`config.mk`:
```
export PLATFORM = sky130hd
export DESIGN_NAME = multilevel_priority_queue
export DESIGN_NICKNAME = d
export VERILOG_FILES = /design/src/design/mpq_pkg.sv /design/src/design/mpq_slot_ram.sv /design/src/design/multilevel_priority_queue.sv
export SDC_FILE = /design/constraint.sdc
export NUM_CORES = 2
export LEC_CHECK = 0
export ABC_AREA = 1
export BUFFER_PORTS_ARGS = -buffer_cell sky130_fd_sc_hd__buf_2
export CORE_AREA = 10 10 440 442
export CTS_BUF_LIST = sky130_fd_sc_hd__clkbuf_8
export CTS_CLUSTER_SIZE = 28
export DETAILED_ROUTE_END_ITERATION = 16
export DIE_AREA = 0 0 450 452
export PLACE_DENSITY = 0.65
export SYNTH_ARGS = -nofsm -noshare
export SYNTH_HDL_FRONTEND = slang
export SYNTH_HIERARCHICAL = 1
export SYNTH_SLANG_ARGS = --single-unit
```
`constraint.sdc`:
```
create_clock -name clk -period 7.2 [get_ports clk]
set_input_delay 0.72 -clock clk [delete_from_list [all_inputs] [get_ports clk]]
set_output_delay 0.72 -clock clk [all_outputs]
set_load 0.005 [all_outputs]
```
`src/design/mpq_pkg.sv`:
```
`timescale 1ns / 1ps
// ----------------------------------------------------------------------------
// mpq_pkg: shared types and codes of the multilevel priority queue
// Operation codes, status codes and the fixed widths of the transaction fields.
// ----------------------------------------------------------------------------
package mpq_pkg;

  localparam int LEVEL_W  = 3;
  localparam int VALUE_W  = 32;

  typedef enum logic {
    OP_ENQ = 1'b0,
    OP_DEQ = 1'b1
  } op_t;

  typedef enum logic [1:0] {
    ST_OK        = 2'd0,
    ST_OVERFLOW  = 2'd1,
    ST_UNDERFLOW = 2'd2
  } status_t;

endpackage

```
`src/design/mpq_slot_ram.sv`:
```
`timescale 1ns / 1ps
// ----------------------------------------------------------------------------
// mpq_slot_ram: slot storage of the queue levels
// Simple dual-port memory, one write and one registered read per cycle.
// ----------------------------------------------------------------------------
module mpq_slot_ram #(
  parameter int WORDS  = 64,
  parameter int ADDR_W = 6,
  parameter int DATA_W = 32
) (
  input  logic              clk,
  input  logic              wr_en,
  input  logic [ADDR_W-1:0] wr_addr,
  input  logic [DATA_W-1:0] wr_data,
  input  logic              rd_en,
  input  logic [ADDR_W-1:0] rd_addr,
  output logic [DATA_W-1:0] rd_data
);

  logic [DATA_W-1:0] slot_mem_r [WORDS];
  logic [DATA_W-1:0] rd_data_r;

  always_ff @(posedge clk) begin
    if (wr_en) begin
      slot_mem_r[wr_addr] <= wr_data;
    end
  end

  always_ff @(posedge clk) begin
    if (rd_en) begin
      rd_data_r <= slot_mem_r[rd_addr];
    end
  end

  assign rd_data = rd_data_r;

endmodule

```
`src/design/multilevel_priority_queue.sv`:
```
// ----------------------------------------------------------------------------
// multilevel_priority_queue: one linear queue per priority level
// Dequeue scans the levels from level 0 to the first non-empty one and reads its head slot; underflow after all LEVELS.
// Throughput: one transaction at a time, in_ready returns as soon as the result is latched.
// Reset: synchronous, active low; every level empties and the slots are not cleared.
// ----------------------------------------------------------------------------
`timescale 1ns / 1ps
module multilevel_priority_queue #(
  parameter int LEVELS     = 8,
  parameter int DEPTH      = 8,
  parameter int DATA_WIDTH = 32
) (
  input  logic                           clk,
  input  logic                           rst_n,
  input  logic                           in_valid,
  output logic                           in_ready,
  input  mpq_pkg::op_t                   in_operation,
  input  logic [mpq_pkg::LEVEL_W-1:0]    in_level,
  input  logic signed [mpq_pkg::VALUE_W-1:0] in_value,
  output logic                           out_valid,
  input  logic                           out_ready,
  output logic signed [mpq_pkg::VALUE_W-1:0] out_result_value,
  output mpq_pkg::status_t               out_status
);

  import mpq_pkg::*;

  // Derived sizes. Slot address is level * DEPTH + index, as a flat memory.
  localparam int LVL_W  = $clog2(LEVELS);
  localparam int IDX_W  = $clog2(DEPTH);
  localparam int WORDS  = LEVELS * DEPTH;
  localparam int ADDR_W = $clog2(WORDS);
  localparam logic [LVL_W-1:0] LAST_LVL = LVL_W'(LEVELS - 1);
  localparam logic [IDX_W-1:0] LAST_IDX = IDX_W'(DEPTH - 1);

  typedef enum logic [1:0] {
    S_IDLE,
    S_ENQ,
    S_SCAN,
    S_READ
  } state_t;

  state_t                     state_r;
  logic [LEVEL_W-1:0]         lvl_r;
  logic signed [VALUE_W-1:0]  val_r;
  logic [LVL_W-1:0]           scan_r;
  logic [IDX_W-1:0]           head_r [LEVELS];
  logic [IDX_W-1:0]           tail_r [LEVELS];
  logic [LEVELS-1:0]          busy_r;
  logic                       out_valid_r;
  logic signed [VALUE_W-1:0]  out_value_r;
  status_t                    out_status_r;

  logic                       out_free;
  logic                       out_load;
  logic                       lvl_ok;
  logic [LVL_W-1:0]           lvl_idx;
  logic                       enq_busy;
  logic [IDX_W-1:0]           enq_tail;
  logic                       enq_full;
  logic [IDX_W-1:0]           enq_slot;
  logic                       scan_hit;
  logic [IDX_W-1:0]           scan_head;
  logic [IDX_W-1:0]           scan_tail;
  logic                       ram_we;
  logic [ADDR_W-1:0]          ram_waddr;
  logic [DATA_WIDTH-1:0]      ram_wdata;
  logic                       ram_re;
  logic [ADDR_W-1:0]          ram_raddr;
  logic [DATA_WIDTH-1:0]      ram_rdata;

  function automatic logic [ADDR_W-1:0] slot_addr(input logic [LVL_W-1:0] lvl,
                                                  input logic [IDX_W-1:0] idx);
    int flat;
    flat = int'(lvl) * DEPTH + int'(idx);
    return ADDR_W'(flat);
  endfunction

  // The result register frees up when empty or when its transaction completes.
  assign out_free = !out_valid_r || out_ready;

  always_comb begin
    // A level code at or above LEVELS is a no-op enqueue.
    lvl_ok   = 32'(lvl_r) < 32'(LEVELS);
    lvl_idx  = LVL_W'(lvl_r);
    enq_busy = lvl_ok && busy_r[lvl_idx];
    enq_tail = lvl_ok ? tail_r[lvl_idx] : '0;
    // Linear queue: once the tail sits in the last slot the level is full
    // until it drains completely.
    enq_full = enq_busy && (enq_tail == LAST_IDX);
    enq_slot = enq_busy ? enq_tail + IDX_W'(1) : '0;

    ram_we    = (state_r == S_ENQ) && out_free && lvl_ok && !enq_full;
    ram_waddr = slot_addr(lvl_idx, enq_slot);
    // Stored words are the sign-extended (or truncated) input value.
    ram_wdata = DATA_WIDTH'(val_r);

    // The scan compares one level per cycle, from the most urgent down.
    scan_hit  = busy_r[scan_r];
    scan_head = head_r[scan_r];
    scan_tail = tail_r[scan_r];
    ram_re    = (state_r == S_SCAN) && scan_hit;
    ram_raddr = slot_addr(scan_r, scan_head);

    // A result is latched this cycle: enqueue outcome, read data or underflow.
    out_load = out_free && ((state_r == S_ENQ) || (state_r == S_READ) ||
               ((state_r == S_SCAN) && !scan_hit && (scan_r == LAST_LVL)));
  end

  mpq_slot_ram #(
    .WORDS  (WORDS),
    .ADDR_W (ADDR_W),
    .DATA_W (DATA_WIDTH)
  ) u_slot_ram (
    .clk     (clk),
    .wr_en   (ram_we),
    .wr_addr (ram_waddr),
    .wr_data (ram_wdata),
    .rd_en   (ram_re),
    .rd_addr (ram_raddr),
    .rd_data (ram_rdata)
  );

  always_ff @(posedge clk) begin
    if (!rst_n) begin
      state_r     <= S_IDLE;
      busy_r      <= '0;
      out_valid_r <= 1'b0;
      scan_r      <= '0;
      for (int i = 0; i < LEVELS; i++) begin
        head_r[i] <= '0;
        tail_r[i] <= '0;
      end
    end else begin
      // The result register either takes a new result or empties after its
      // transaction completes.
      if (out_load) begin
        out_valid_r <= 1'b1;
      end else if (out_ready) begin
        out_valid_r <= 1'b0;
      end

      case (state_r)
        S_IDLE: begin
          // A new transaction may be taken while the previous result waits.
          if (in_valid) begin
            lvl_r   <= in_level;
            val_r   <= in_value;
            scan_r  <= '0;
            state_r <= (in_operation == OP_ENQ) ? S_ENQ : S_SCAN;
          end
        end

        S_ENQ: begin
          if (out_free) begin
            if (lvl_ok && !enq_full) begin
              busy_r[lvl_idx] <= 1'b1;
              tail_r[lvl_idx] <= enq_slot;
              if (!enq_busy) begin
                head_r[lvl_idx] <= '0;
              end
            end
            out_value_r  <= '0;
            out_status_r <= enq_full ? ST_OVERFLOW : ST_OK;
            state_r      <= S_IDLE;
          end
        end

        S_SCAN: begin
          if (scan_hit) begin
            // The read of the head slot is issued now; pointers move at once.
            if (scan_head == scan_tail) begin
              busy_r[scan_r] <= 1'b0;
              head_r[scan_r] <= '0;
              tail_r[scan_r] <= '0;
            end else begin
              head_r[scan_r] <= scan_head + IDX_W'(1);
            end
            state_r <= S_READ;
          end else if (scan_r == LAST_LVL) begin
            if (out_free) begin
              out_value_r  <= '0;
              out_status_r <= ST_UNDERFLOW;
              state_r      <= S_IDLE;
            end
          end else begin
            scan_r <= scan_r + LVL_W'(1);
          end
        end

        S_READ: begin
          // The memory holds its read data until the result register frees.
          if (out_free) begin
            out_value_r  <= VALUE_W'(ram_rdata);
            out_status_r <= ST_OK;
            state_r      <= S_IDLE;
          end
        end

        default: begin
          state_r <= S_IDLE;
        end
      endcase
    end
  end

  assign in_ready         = (state_r == S_IDLE);
  assign out_valid        = out_valid_r;
  assign out_result_value = out_value_r;
  assign out_status       = out_status_r;

endmodule

```
==> results.py <==
metrics = {
    "finish": {
        "final_core_util_pct": 53.7,
        "layout.nets": 7704,
        "seqCellArea_um2": 66400,
        "n_fill_cell": 15494,
        "drive_above_1_share_pct": 9.21,
        "instances_no_fill": 10370,
        "areaGrowthSynthToFinish_pct": 10.4,
        "multi_input_area_um2": 21000,
    },
    "clocking": {
        "cts_buffer_depth": 4,
        "htreeDepth": 5,
        "cts_tree": "done",
        "insertion_delay_ns": 1.07,
        "cts.sinks": 2217,
        "clock-root-buffer": "clkbuf_8",
        "post_cts_resized": 0,
        "numCtsBuffers": 357,
        "clk_pin_slew_ns": 0.06,
    },
    "timing": {
        "maxSlewViolCount": 0,
        "max_freq_mhz": 203,
        "setup_viol": 0,
        "timing.slew.headroom_pct": 6.38,
        "fin_setup_tns_ns": 0,
        "finalHoldViolCount": 0,
        "finalCritPeriodShare_pct": 68.6,
        "holdWs_ns": 0.149,
        "rsz0062_at_grt": "no",
        "period_minus_slack_ns": 4.94,
        "worst_pin_slew_ns": 1.40,
        "fin_skew_ns": 0.0594,
    },
    "synthesis": {
        "syn-num-nets": 7568,
        "ys_seq_area_share_pct": 73.9,
        "synth_cell_types": 38,
        "yosysWarnings": 6,
        "synthCells": 7519,
        "ys_ff_latch": 2217,
        "syn_area_um2": 89800,
        "syn_avg_cell_area_um2": 11.9,
    },
    "floorplanning": {
        "pin_count": 76,
        "die_area_um2": 203000,
        "core_um2": 185000,
        "rows": 158,
        "fp.dieW_um": 450,
        "die_height_um": 452,
        "start_util_pct": 48.6,
    },
    "setup_path": {
        "arrival_ns": 5.72,
        "end_kind": "register",
        "max_stage_delay_ns": 0.88,
        "cp_common_cell": "nand2_1",
        "cp_slowest_cell": "dfxtp_1",
        "worstSetupPathType": "register to register",
        "crit_fanout": 144,
        "crit_chain": "inv_4, nand2_1, nand3_1, nand2_1, nand2_1, nand2_8, inv_16, buf_12, nand2_1, nand3_1, nand3_1, nand2_1, nand2_1, nand3_1, nand3_1, nand2_1",
        "worst_ep_required_time_ns": 7.99,
        "start_kind": "register",
    },
    "power_and_ir_drop": {
        "power.total_uw": 37900,
        "p_per_area_nw_per_um2": 382,
        "ir_drop_uv": 426,
        "leakage_uw": 0.0354,
    },
    "grt": {
        "grt.overflow.total": 0,
        "grt_first_pass_wirelength_um": 382000,
        "grt_pass1_vias": 57797,
        "grt_max_degree": 203,
        "track_usage_pct": 24.9,
        "antenna_found_initial": 5,
    },
    "routing": {
        "drt_iter0_drc": 7683,
        "firstDrtPassIters": 8,
        "wl_per_cell_um": 25.3,
        "via_per_inst": 5.87,
        "dr_total_vias": 60861,
        "drc": 0,
        "wl_um": 263000,
        "postRouteAntennaNets": 0,
    },
    "placed_design": {
        "placedCellCount": 9739,
        "place.gp.congestion": 0.874,
        "io_buffer_count": 75,
        "dpl.hpwl_um": 137000,
    },
    "hold_path": {
        "hold_path_class": "input pin to register",
    },
    "job": {
        "maxCapViolCount": 0,
    },
    "run_status": {
        "status": "complete, no violations",
    },
}
==> worst paths after layout <==
path | from | endpoint | slack [ns] | cells after the start
setup / recovery | register | u_slot_ram/rd_data[8] | 2.26 | 16
hold / removal | in_valid | state_r[1] | 0.15 | 4
setup reg to reg | register | u_slot_ram/rd_data[8] | 2.26 | 16
hold reg to reg | busy_r[0] | busy_r[0] | 0.48 | 2
==> synthesized netlist by cell type, drive strengths merged <==
library cell / count / area [um^2]
a21oi: 30 / 158
a221oi: 1 / 8.76
a31oi: 2 / 12.5
a41oi: 1 / 8.76
buf: 383 / 2100
clkbuf: 93 / 349
clkinv: 1 / 3.75
dfxtp: 20 / 400
edfxtp: 2197 / 66000
ha: 9 / 113
inv: 134 / 508
nand2: 2470 / 9320
nand2b: 1 / 6.26
nand3: 1965 / 9830
nand4: 17 / 121
nor2: 135 / 539
nor3: 6 / 30.0
nor3b: 2 / 15.0
nor4: 8 / 50.1
o211ai: 1 / 7.51
o21ai: 28 / 140
o22ai: 5 / 31.3
o31ai: 5 / 37.5
o41ai: 1 / 8.76
or2: 3 / 18.8
xnor2: 1 / 8.76
==> layer usage <==
metal / share of wire [%] / GRT usage [%]
met1: 38 / 33.3
met2: 46 / 38.4
met3: 11 / 5.58
met4: 5.3 / 13.0
met5: 0 / 0
==> area by class of cell <==
class                   instances  area share, %
diodes                          4         0.0101
clock inverters               224           1.03
clock buffers                 366           5.08
repair buffers                253           2.07
inverters                     135          0.550
flip-flops and latches       2217           67.0
well taps                    2480           3.13
multi-input cells            4691           21.2
==> report_power, final <==
group | switching [uW] | total (uW) | internal (uW) | leakage (uW)
Sequential | 129 | 14900 | 14800 | 0.0200
Combinational | 10100 | 13400 | 3280 | 0.0119
Clock | 4760 | 9600 | 4840 | 0.00353
Total | 15000 | 37900 | 22900 | 0.0354
==> layout by cell type (no fill, tap or decap), types with 4 or more instances in the layout <==
| master | count |
|---|---|
| a21oi_1 | 28 |
| buf_12 | 20 |
| buf_2 | 75 |
| buf_4 | 122 |
| bufinv_16 | 5 |
| clkbuf_8 | 366 |
| clkinv_1 | 79 |
| clkinv_2 | 25 |
| dfxtp_1 | 17 |
| diode_2 | 4 |
| dlygate4sd3_1 | 36 |
| edfxtp_1 | 2197 |
| ha_1 | 8 |
| inv_1 | 238 |
| inv_2 | 4 |
| nand2_1 | 2452 |
| nand2_2 | 15 |
| nand3_1 | 1965 |
| nand4_1 | 16 |
| nor2_1 | 71 |
| nor2_2 | 4 |
| nor2_4 | 60 |
| nor3_1 | 5 |
| nor4_2 | 8 |
| o21ai_0 | 27 |
| o22ai_1 | 5 |
| o31ai_1 | 5 |
==> through the flow <==
stage | worst slack, ns | cell area [um^2]
final | 2.26 | 99100
after global routing | 2.15 | 99100
after CTS | 2.49 | 99100
after detailed placement | 2.51 | 92700
after global placement | 2.58 | 92700
after floorplan | 1.45 | 89800
==> sequential cells by signal, indices dropped and copies added (netlist names), named ones only <==
name,count
scan_r,3
tail_r,24
head_r,24
out_result_value,32
ram_wdata,32
u_slot_ram/slot_mem_r,2048
out_status,2
out_valid,1
busy_r,8
lvl_idx,3
u_slot_ram/rd_data,32
state_r,2
==> logic make-up (layout without fill, tap and decap cells) <==
group	after synthesis	in the layout	share of synthesized area, %
compound gates	74	74	0.460
flops	2217	2217	73.9
xor+xnor	1	1	0.00975
buf+inv	611	978	3.30
simple gates	4607	4607	22.2
fa+ha+maj	9	9	0.125
other cells	0	4	0
==> worst max-delay path, delay by kind of cell, from the launching register on <==
family                 cells  cell delay (ns)
DFF                        1             0.88
buffers and inverters      3             0.96
and+or+nand+nor           13             2.41
==> timing repair <==
item,in CTS,in global routing
endpoints found under the hold margin,39,0
hold buffers,36,0
setup buffers,0,0
(Power assumes the default switching activity.)
